<file path="config.mk">
export PLATFORM = sky130hd
export DESIGN_NAME = sonar_ranging_sequencer
export DESIGN_NICKNAME = d
export VERILOG_FILES = /design/src/rtl/core/srs_pkg.sv /design/src/rtl/core/srs_chan.sv /design/src/rtl/core/srs_drive.sv /design/src/rtl/core/sonar_ranging_sequencer.sv
export SDC_FILE = /design/constraint.sdc
export NUM_CORES = 1
export LEC_CHECK = 0
export BUFFER_PORTS_ARGS = -buffer_cell sky130_fd_sc_hd__buf_2
export CAP_MARGIN = 20
export CORE_MARGIN = 2
export CORE_UTILIZATION = 64
export DETAILED_ROUTE_END_ITERATION = 8
export PLACE_DENSITY = 0.83
export SETUP_SLACK_MARGIN = 0.05
export SLEW_MARGIN = 20
export SYNTH_ARGS = -nofsm -noshare
export SYNTH_HDL_FRONTEND = slang
export SYNTH_SLANG_ARGS = --single-unit
</file>
<file path="constraint.sdc">
create_clock -name clk_i -period 14.9 [get_ports clk_i]
set_input_delay 4.47 -clock clk_i [delete_from_list [all_inputs] [get_ports clk_i]]
set_output_delay 4.47 -clock clk_i [all_outputs]
set_load 0.02 [all_outputs]
</file>
<file path="src/rtl/core/srs_pkg.sv">
`default_nettype none

package srs_pkg;

  localparam int unsigned TicksW    = 14;
  localparam int unsigned CoolW     = 13;
  localparam int unsigned RangeW    = 9;
  localparam int unsigned WaitLimW  = 8;
  localparam int unsigned WidthLimW = 10;
  localparam int unsigned PeriodW   = 6;
  localparam int unsigned StepW     = 4;
  localparam int unsigned LevelW    = 8;
  localparam int unsigned CfgIdxW   = 2;
  localparam int unsigned CfgDataW  = 10;
  localparam int unsigned EchoW     = 3;
  localparam int unsigned InDataW   = 24;
  localparam int unsigned OutDataW  = 48;

  typedef enum logic [4:0] {
    PH_STANDBY  = 5'b00001,
    PH_TRIGGER  = 5'b00010,
    PH_WAIT     = 5'b00100,
    PH_MEASURE  = 5'b01000,
    PH_COOLDOWN = 5'b10000
  } ph_e;

  typedef enum logic [CfgIdxW-1:0] {
    CFG_WAIT_LIM  = 2'd0,
    CFG_WIDTH_LIM = 2'd1,
    CFG_PERIOD    = 2'd2,
    CFG_STEP      = 2'd3
  } cfg_idx_e;

  // what one channel lane reports to the merge logic after a tick
  typedef struct packed {
    logic              idle;
    logic              fired;
    logic [RangeW-1:0] rng;
  } lane_stat_t;

endpackage

`default_nettype wire

</file>
<file path="src/rtl/core/srs_chan.sv">
`default_nettype none

module srs_chan (
  input  wire logic                             clk_i,
  input  wire logic                             rst_ni,
  input  wire logic                             en_i,
  input  wire logic                             echo_i,
  input  wire logic                             start_i,
  input  wire logic [srs_pkg::WaitLimW-1:0]     wait_lim_i,
  input  wire logic [srs_pkg::WidthLimW-1:0]    width_lim_i,
  output srs_pkg::lane_stat_t                   stat_o
);

  srs_pkg::ph_e                   ph_q, ph_step, ph_d;
  logic [srs_pkg::TicksW-1:0]     ticks_q, ticks_d, t_inc, width;
  logic [srs_pkg::CoolW-1:0]      cool_q, cool_d;
  logic [srs_pkg::RangeW-1:0]     rng_q, rng_d;
  logic [srs_pkg::TicksW-1:0]     cool_sum;
  logic                           fin, fin_ok, fired;

  assign t_inc    = ticks_q + 14'd1;
  // width never exceeds 1024, so eight times it fits beside the old average
  assign cool_sum = {1'b0, cool_q} + {width[10:0], 3'b000};

  always_comb begin
    ph_step = ph_q;
    ticks_d = ticks_q;
    fin     = 1'b0;
    fin_ok  = 1'b0;
    width   = ticks_q;
    fired   = 1'b0;
    case (ph_q)
      srs_pkg::PH_STANDBY: begin
        ph_step = srs_pkg::PH_STANDBY;
      end
      srs_pkg::PH_TRIGGER: begin
        ph_step = srs_pkg::PH_WAIT;
        fired   = 1'b1;
      end
      srs_pkg::PH_WAIT: begin
        if (echo_i || (t_inc > {6'd0, wait_lim_i})) begin
          ticks_d = 14'd1;
          ph_step = srs_pkg::PH_MEASURE;
        end else begin
          ticks_d = t_inc;
        end
      end
      srs_pkg::PH_MEASURE: begin
        if (echo_i) begin
          if (t_inc > {4'd0, width_lim_i}) begin
            fin   = 1'b1;
            width = t_inc;
          end else begin
            ticks_d = t_inc;
          end
        end else begin
          fin    = 1'b1;
          fin_ok = 1'b1;
        end
      end
      srs_pkg::PH_COOLDOWN: begin
        if (t_inc > {1'b0, cool_q}) begin
          ticks_d = '0;
          ph_step = srs_pkg::PH_STANDBY;
        end else begin
          ticks_d = t_inc;
        end
      end
      default: begin
        ph_step = srs_pkg::PH_STANDBY;
      end
    endcase
    if (fin) begin
      ticks_d = '0;
      ph_step = srs_pkg::PH_COOLDOWN;
    end
  end

  assign cool_d = fin ? cool_sum[srs_pkg::TicksW-1:1] : cool_q;
  assign rng_d  = fin ? (fin_ok ? width[9:1] : '0) : rng_q;
  assign ph_d   = start_i ? srs_pkg::PH_TRIGGER : ph_step;

  assign stat_o.idle  = (ph_step == srs_pkg::PH_STANDBY);
  assign stat_o.fired = fired;
  assign stat_o.rng   = rng_d;

  always_ff @(posedge clk_i or negedge rst_ni) begin
    if (!rst_ni) begin
      ph_q    <= srs_pkg::PH_STANDBY;
      ticks_q <= '0;
      cool_q  <= '0;
      rng_q   <= '0;
    end else if (en_i) begin
      ph_q    <= ph_d;
      ticks_q <= ticks_d;
      cool_q  <= cool_d;
      rng_q   <= rng_d;
    end
  end

endmodule

`default_nettype wire

</file>
<file path="src/rtl/core/srs_drive.sv">
`default_nettype none

module srs_drive (
  input  wire logic                         clk_i,
  input  wire logic                         rst_ni,
  input  wire logic                         en_i,
  input  wire logic                         strobe_i,
  input  wire logic [srs_pkg::LevelW-1:0]   target_i,
  input  wire logic [srs_pkg::StepW-1:0]    step_i,
  output logic      [srs_pkg::LevelW-1:0]   level_o
);

  logic [srs_pkg::LevelW-1:0] lvl_q, lvl_step;
  logic [srs_pkg::LevelW:0]   sum;

  assign sum = {1'b0, lvl_q} + {5'd0, step_i};

  always_comb begin
    lvl_step = lvl_q;
    if (lvl_q < target_i) begin
      lvl_step = sum[srs_pkg::LevelW] ? 8'hFF : sum[srs_pkg::LevelW-1:0];
    end else if (lvl_q > target_i) begin
      lvl_step = (lvl_q > {4'd0, step_i}) ? (lvl_q - {4'd0, step_i}) : '0;
    end
  end

  assign level_o = strobe_i ? lvl_step : lvl_q;

  always_ff @(posedge clk_i or negedge rst_ni) begin
    if (!rst_ni) begin
      lvl_q <= '0;
    end else if (en_i && strobe_i) begin
      lvl_q <= lvl_step;
    end
  end

endmodule

`default_nettype wire

</file>
<file path="src/rtl/core/sonar_ranging_sequencer.sv">
// Sonar ranging sequencer: one input word is one timer tick, carrying the echo
// levels of three ultrasonic channels and the left/right drive targets. Each
// word produces exactly one output word with the trigger pulses, the latest
// range of every channel and the ramped drive levels. A word is taken every
// clock while the output side keeps up; its result appears in the output
// register in the next cycle, and a new word is accepted in the same cycle the
// previous result is taken. All channel lanes and drive lanes update in that
// single cycle, so the rate is one word per clock, set by the output register
// handshake alone. There is no start-up clearing pass. Configuration writes
// should only happen while no word is in flight.
`default_nettype none

module sonar_ranging_sequencer #(
  parameter int unsigned NUM_CHANNELS = 3,
  parameter int unsigned NUM_DRIVES   = 2
) (
  input  wire logic                           clk_i,
  input  wire logic                           rst_ni,
  input  wire logic                           s_axis_tvalid,
  output logic                                s_axis_tready,
  // echo_mask[2:0], target_left[10:3], target_right[18:11]
  input  wire logic [srs_pkg::InDataW-1:0]    s_axis_tdata,
  output logic                                m_axis_tvalid,
  input  wire logic                           m_axis_tready,
  // trigger_mask[2:0], range_a[11:3], range_b[20:12], range_c[29:21],
  // drive_left[37:30], drive_right[45:38], drive_strobe[46]
  output logic      [srs_pkg::OutDataW-1:0]   m_axis_tdata,
  input  wire logic                           cfg_we_i,
  input  wire logic [srs_pkg::CfgIdxW-1:0]    cfg_idx_i,
  input  wire logic [srs_pkg::CfgDataW-1:0]   cfg_wdata_i
);

  localparam int unsigned NextW = (NUM_CHANNELS > 1) ? $clog2(NUM_CHANNELS) : 1;

  logic                              accept;
  logic [srs_pkg::EchoW-1:0]         echo_mask;
  logic [srs_pkg::LevelW-1:0]        tgt_left, tgt_right;

  logic [srs_pkg::WaitLimW-1:0]      wait_lim_q;
  logic [srs_pkg::WidthLimW-1:0]     width_lim_q;
  logic [srs_pkg::PeriodW-1:0]       period_q, ramp_cnt_q, ramp_cnt_d, ramp_inc;
  logic [srs_pkg::StepW-1:0]         step_q;
  logic [NextW-1:0]                  next_q, next_d, sel;
  logic                              strobe, all_idle;

  srs_pkg::lane_stat_t               stat [NUM_CHANNELS];
  logic [NUM_CHANNELS-1:0]           idle_vec, start_vec;
  logic [srs_pkg::EchoW-1:0]         trig;
  logic [srs_pkg::RangeW-1:0]        rng_out [3];
  logic [srs_pkg::LevelW-1:0]        lvl_out [2];
  logic [srs_pkg::LevelW-1:0]        lvl     [NUM_DRIVES];

  logic                              out_valid_q;
  logic [srs_pkg::OutDataW-1:0]      out_data_q, out_data_d;

  assign s_axis_tready = !out_valid_q || m_axis_tready;
  assign accept        = s_axis_tvalid && s_axis_tready;
  assign echo_mask     = s_axis_tdata[2:0];
  assign tgt_left      = s_axis_tdata[10:3];
  assign tgt_right     = s_axis_tdata[18:11];

  // configuration registers
  always_ff @(posedge clk_i or negedge rst_ni) begin
    if (!rst_ni) begin
      wait_lim_q  <= 8'd16;
      width_lim_q <= 10'd800;
      period_q    <= 6'd20;
      step_q      <= 4'd1;
    end else if (cfg_we_i) begin
      case (cfg_idx_i)
        srs_pkg::CFG_WAIT_LIM:  wait_lim_q  <= cfg_wdata_i[srs_pkg::WaitLimW-1:0];
        srs_pkg::CFG_WIDTH_LIM: width_lim_q <= cfg_wdata_i;
        srs_pkg::CFG_PERIOD:    period_q    <= cfg_wdata_i[srs_pkg::PeriodW-1:0];
        srs_pkg::CFG_STEP:      step_q      <= cfg_wdata_i[srs_pkg::StepW-1:0];
        default: ;
      endcase
    end
  end

  // channel lanes
  for (genvar i = 0; i < NUM_CHANNELS; i++) begin : g_chan
    logic echo;
    if (i < srs_pkg::EchoW) begin : g_echo
      assign echo = echo_mask[i];
    end else begin : g_no_echo
      assign echo = 1'b0;
    end
    assign idle_vec[i]  = stat[i].idle;
    assign start_vec[i] = all_idle && (sel == NextW'(i));

    srs_chan u_chan (
      .clk_i       (clk_i),
      .rst_ni      (rst_ni),
      .en_i        (accept),
      .echo_i      (echo),
      .start_i     (start_vec[i]),
      .wait_lim_i  (wait_lim_q),
      .width_lim_i (width_lim_q),
      .stat_o      (stat[i])
    );
  end

  // merge: round-robin ping start once every lane has settled to standby
  assign all_idle = &idle_vec;
  assign sel      = ({1'b0, next_q} >= (NextW + 1)'(NUM_CHANNELS)) ? '0 : next_q;
  assign next_d   = (sel == NextW'(NUM_CHANNELS - 1)) ? '0 : sel + NextW'(1);

  for (genvar i = 0; i < 3; i++) begin : g_out_ch
    if (i < NUM_CHANNELS) begin : g_on
      assign trig[i]    = stat[i].fired;
      assign rng_out[i] = stat[i].rng;
    end else begin : g_off
      assign trig[i]    = 1'b0;
      assign rng_out[i] = '0;
    end
  end

  // ramp timing
  assign ramp_inc   = ramp_cnt_q + 6'd1;
  assign strobe     = (ramp_inc == period_q);
  assign ramp_cnt_d = strobe ? '0 : ramp_inc;

  always_ff @(posedge clk_i or negedge rst_ni) begin
    if (!rst_ni) begin
      next_q     <= '0;
      ramp_cnt_q <= '0;
    end else if (accept) begin
      if (all_idle) begin
        next_q <= next_d;
      end
      ramp_cnt_q <= ramp_cnt_d;
    end
  end

  // drive lanes
  for (genvar i = 0; i < NUM_DRIVES; i++) begin : g_drv
    logic [srs_pkg::LevelW-1:0] tgt;
    if (i == 0) begin : g_left
      assign tgt = tgt_left;
    end else if (i == 1) begin : g_right
      assign tgt = tgt_right;
    end else begin : g_zero
      assign tgt = '0;
    end

    srs_drive u_drive (
      .clk_i    (clk_i),
      .rst_ni   (rst_ni),
      .en_i     (accept),
      .strobe_i (strobe),
      .target_i (tgt),
      .step_i   (step_q),
      .level_o  (lvl[i])
    );
  end

  for (genvar i = 0; i < 2; i++) begin : g_out_drv
    if (i < NUM_DRIVES) begin : g_on
      assign lvl_out[i] = lvl[i];
    end else begin : g_off
      assign lvl_out[i] = '0;
    end
  end

  assign out_data_d = {1'b0, strobe, lvl_out[1], lvl_out[0],
                       rng_out[2], rng_out[1], rng_out[0], trig};

  // output register
  always_ff @(posedge clk_i or negedge rst_ni) begin
    if (!rst_ni) begin
      out_valid_q <= 1'b0;
    end else if (accept) begin
      out_valid_q <= 1'b1;
    end else if (m_axis_tready) begin
      out_valid_q <= 1'b0;
    end
  end

  always_ff @(posedge clk_i) begin
    if (accept) begin
      out_data_q <= out_data_d;
    end
  end

  assign m_axis_tvalid = out_valid_q;
  assign m_axis_tdata  = out_data_q;

endmodule

`default_nettype wire

</file>
==> metrics <==
initial antenna violation count=0; vias after detailed routing=13.1k; total grt overflow=0; Data required, critical path=10,430 ps; Clock Latency Late Sink=550 ps; worst slew pin tran=1060 ps; share of cells above drive strength 1=0.126; routability cong.=0.892; max-cap violations=0; sequential share of the synthesized area=0.367; FF+latch count, synth=223; post-synthesis cell count=between 1.5k and 2k; most frequent cells in the layout=dfrtp_1, ha_1, nand2_1; post-place setup slack=5540 ps; post-route DRC violation count=0; # IOs=91; worst vdd ir=83.9 uV; synth warn=0; Yosys cell types=90; Crit Path Class=input port to output port; Initial Utilization=0.653; largest net degree at the start of global routing=69; WL per Instance=18.3 microns; Post-DRT Antenna Nets=0; FF-to-FF path depth=21; PD cells=135 nW/um^2; Sink Count=223; Reg-to-Reg Start=g_chan[0].u_chan.ticks_q[0]$_DFFE_PN0P_; global-route usage over all layers=0.296; FFs w/ async S/R, synth=0.789; NumNets Final=1,964; crit path from=m_axis_tready; via-per-instance ratio=about 6.3; HP Class=flop to flop; drt pass-1 iters=6; Setup Viol. Count Final=0; global-route wire length before repair=63.8 mm; Lkg Pwr=between 8 and 9 nW; Final period util=0.629; crit path max fanout=3; Total Neg Setup Slack=0 ps; post_cts resized=0; final core utilization=0.711; core area=24,300 sq um; post-route setup slack=approximately 5500 ps; WP data arrival=4890 ps; post-synthesis net count=between 1.5k and 2k; Critical Path End=s_axis_tready; final instance area=17,300 sq um; Post-CTS Hold Fix Bufs=0; Area Growth Syn to Fin=8.87%; Inst Count DP=2,050; PortBufs=84; CTS root buf=clkbuf_16; RR Endpoint=g_chan[0].u_chan.cool_q[11]$_DFFE_PN0P_; commonest non-fill, non-tap cell in the layout=dfrtp_1; Max clock buf depth=3; RSZ-0062 raised after global routing=no; diode count=0; Detailed Route WL=38.3 mm; Pins Over Slew Limit=0; Reg clk slew, reported paths=60 ps; max_slew headroom=0.290; vias in the first global route=12.9k; DPL Wire Length=between 20 and 30 mm; die area=26,100 sq um; total power=2.33 mW; CTS tree=yes; Tmin final=9360 ps; Fin Hold WS=approximately 480 ps; Post-CTS Setup Inserts=0; row count=between 50 and 60; Hold Fails Final Rpt=0; H-tree depth=1; Placed Area=about 16,000 sq um; Num CTS Buffers=26; synthesized area=15,900 sq um; initial DRC count=1,386; status=completed; syn avg cell area=approximately 9.3 sq um; Layout Cells excl Fill=2,098; startpoint types=input port; Die Y=162 microns; Die Width=162 microns; Post-synth EDFFs=47; Top FF cell, synth=dfrtp_1; Clock Skew=7.96 ps; r2r setup slk=~8500 ps; crit end category=output port; Max Clk Rate=~110 MHz
-- routing by layer --
metal | wire (microns) | up-vias | share of wire | global-route usage
met3 | 2330 | 99 | 0.061 | 0.0419
met2 | 18400 | 487 | 0.48 | 0.497
met4 | 1120 | 0 | 0.029 | 0.106
met5 | 0 | - | 0 | 0
li1 | - | 6257 | - | -
met1 | 16500 | 6297 | 0.43 | 0.395
-- where the power goes --
part / internal [mW] / switching [mW] / leakage [nW]
sequential: 0.714 / 0.120 / 2.77
combinational: 0.355 / 0.510 / 5.02
clock: 0.370 / 0.264 / 0.416
total: 1.44 / 0.894 / 8.20
-- how the worst min path moves through the flow --
stage	startpoint	endpoint	depth (start not counted)
4_1_cts	g_chan[2].u_chan.cool_q[1]$_DFFE_PN0P_	g_chan[2].u_chan.cool_q[1]$_DFFE_PN0P_	2
2_1_floorplan	g_chan[0].u_chan.cool_q[1]$_DFFE_PN0P_	g_chan[0].u_chan.cool_q[1]$_DFFE_PN0P_	2
5_1_grt	g_chan[2].u_chan.ph_q[0]$_DFFE_PN1P_	g_chan[2].u_chan.ph_q[0]$_DFFE_PN1P_	2
6_report	g_chan[2].u_chan.cool_q[1]$_DFFE_PN0P_	g_chan[2].u_chan.cool_q[1]$_DFFE_PN0P_	2
3_3_place_gp	g_chan[2].u_chan.cool_q[1]$_DFFE_PN0P_	g_chan[2].u_chan.cool_q[1]$_DFFE_PN0P_	2
3_5_place_dp	g_chan[1].u_chan.cool_q[1]$_DFFE_PN0P_	g_chan[1].u_chan.cool_q[1]$_DFFE_PN0P_	2
-- layout make-up --
| cell class | instances | area [sq um] |
|---|---|---|
| sequential | 223 | 5830 |
| inverter | 140 | 526 |
| clock buffer | 42 | 812 |
| clock inverter | 6 | 32.5 |
| tap | 324 | 405 |
| multi-input combinational | 1268 | 9190 |
| timing repair buffer | 95 | 509 |
| fill | 1883 | 7020 |
-- cells in the mapped netlist, types with 24 or more instances --
cell type  number  area [sq um]
a21o_1         31           233
a21oi_1        72           360
a22o_1         73           639
clkbuf_1       48           180
dfrtp_1       166          4150
edfxtp_1       47          1410
ha_1          162          2030
inv_1         140           526
mux2_2         40           450
nand2_1       141           529
nand3_1        55           275
nand4_1        24           150
nor2_1        104           390
nor3_1         44           220
o21ai_0       116           581
o31ai_1        28           210
xnor2_1        55           482
xor2_1         54           473
-- worst max-delay path, cell delays in order --
cell      delay (ps)
buf_2            100
nand2b_1         160
buf_2            170
-- kinds of logic after synthesis --
family	Yosys count	share of synthesized area
buffers and inverters	223	0.0569
other	1	0.000236
AO/OA/AOI/OAI	446	0.190
flip-flops	223	0.367
multiplexers	47	0.0335
AND/OR/NAND/NOR	496	0.156
adder cells (fa/ha/maj)	169	0.136
XOR/XNOR	109	0.0601
-- flip-flops by register name, summed over array words and instances, names as in the netlist --
signal,count
next_q,2
width_lim_q,10
g_chan.u_chan.rng_q,27
g_drv.u_drive.lvl_q,16
g_chan.u_chan.ph_q,15
wait_lim_q,8
g_chan.u_chan.cool_q,39
ramp_cnt_q,6
g_chan.u_chan.ticks_q,42
m_axis_tdata,47
m_axis_tvalid,1
period_q,6
step_q,4
Note: power is estimated with default switching activity, not from simulation.
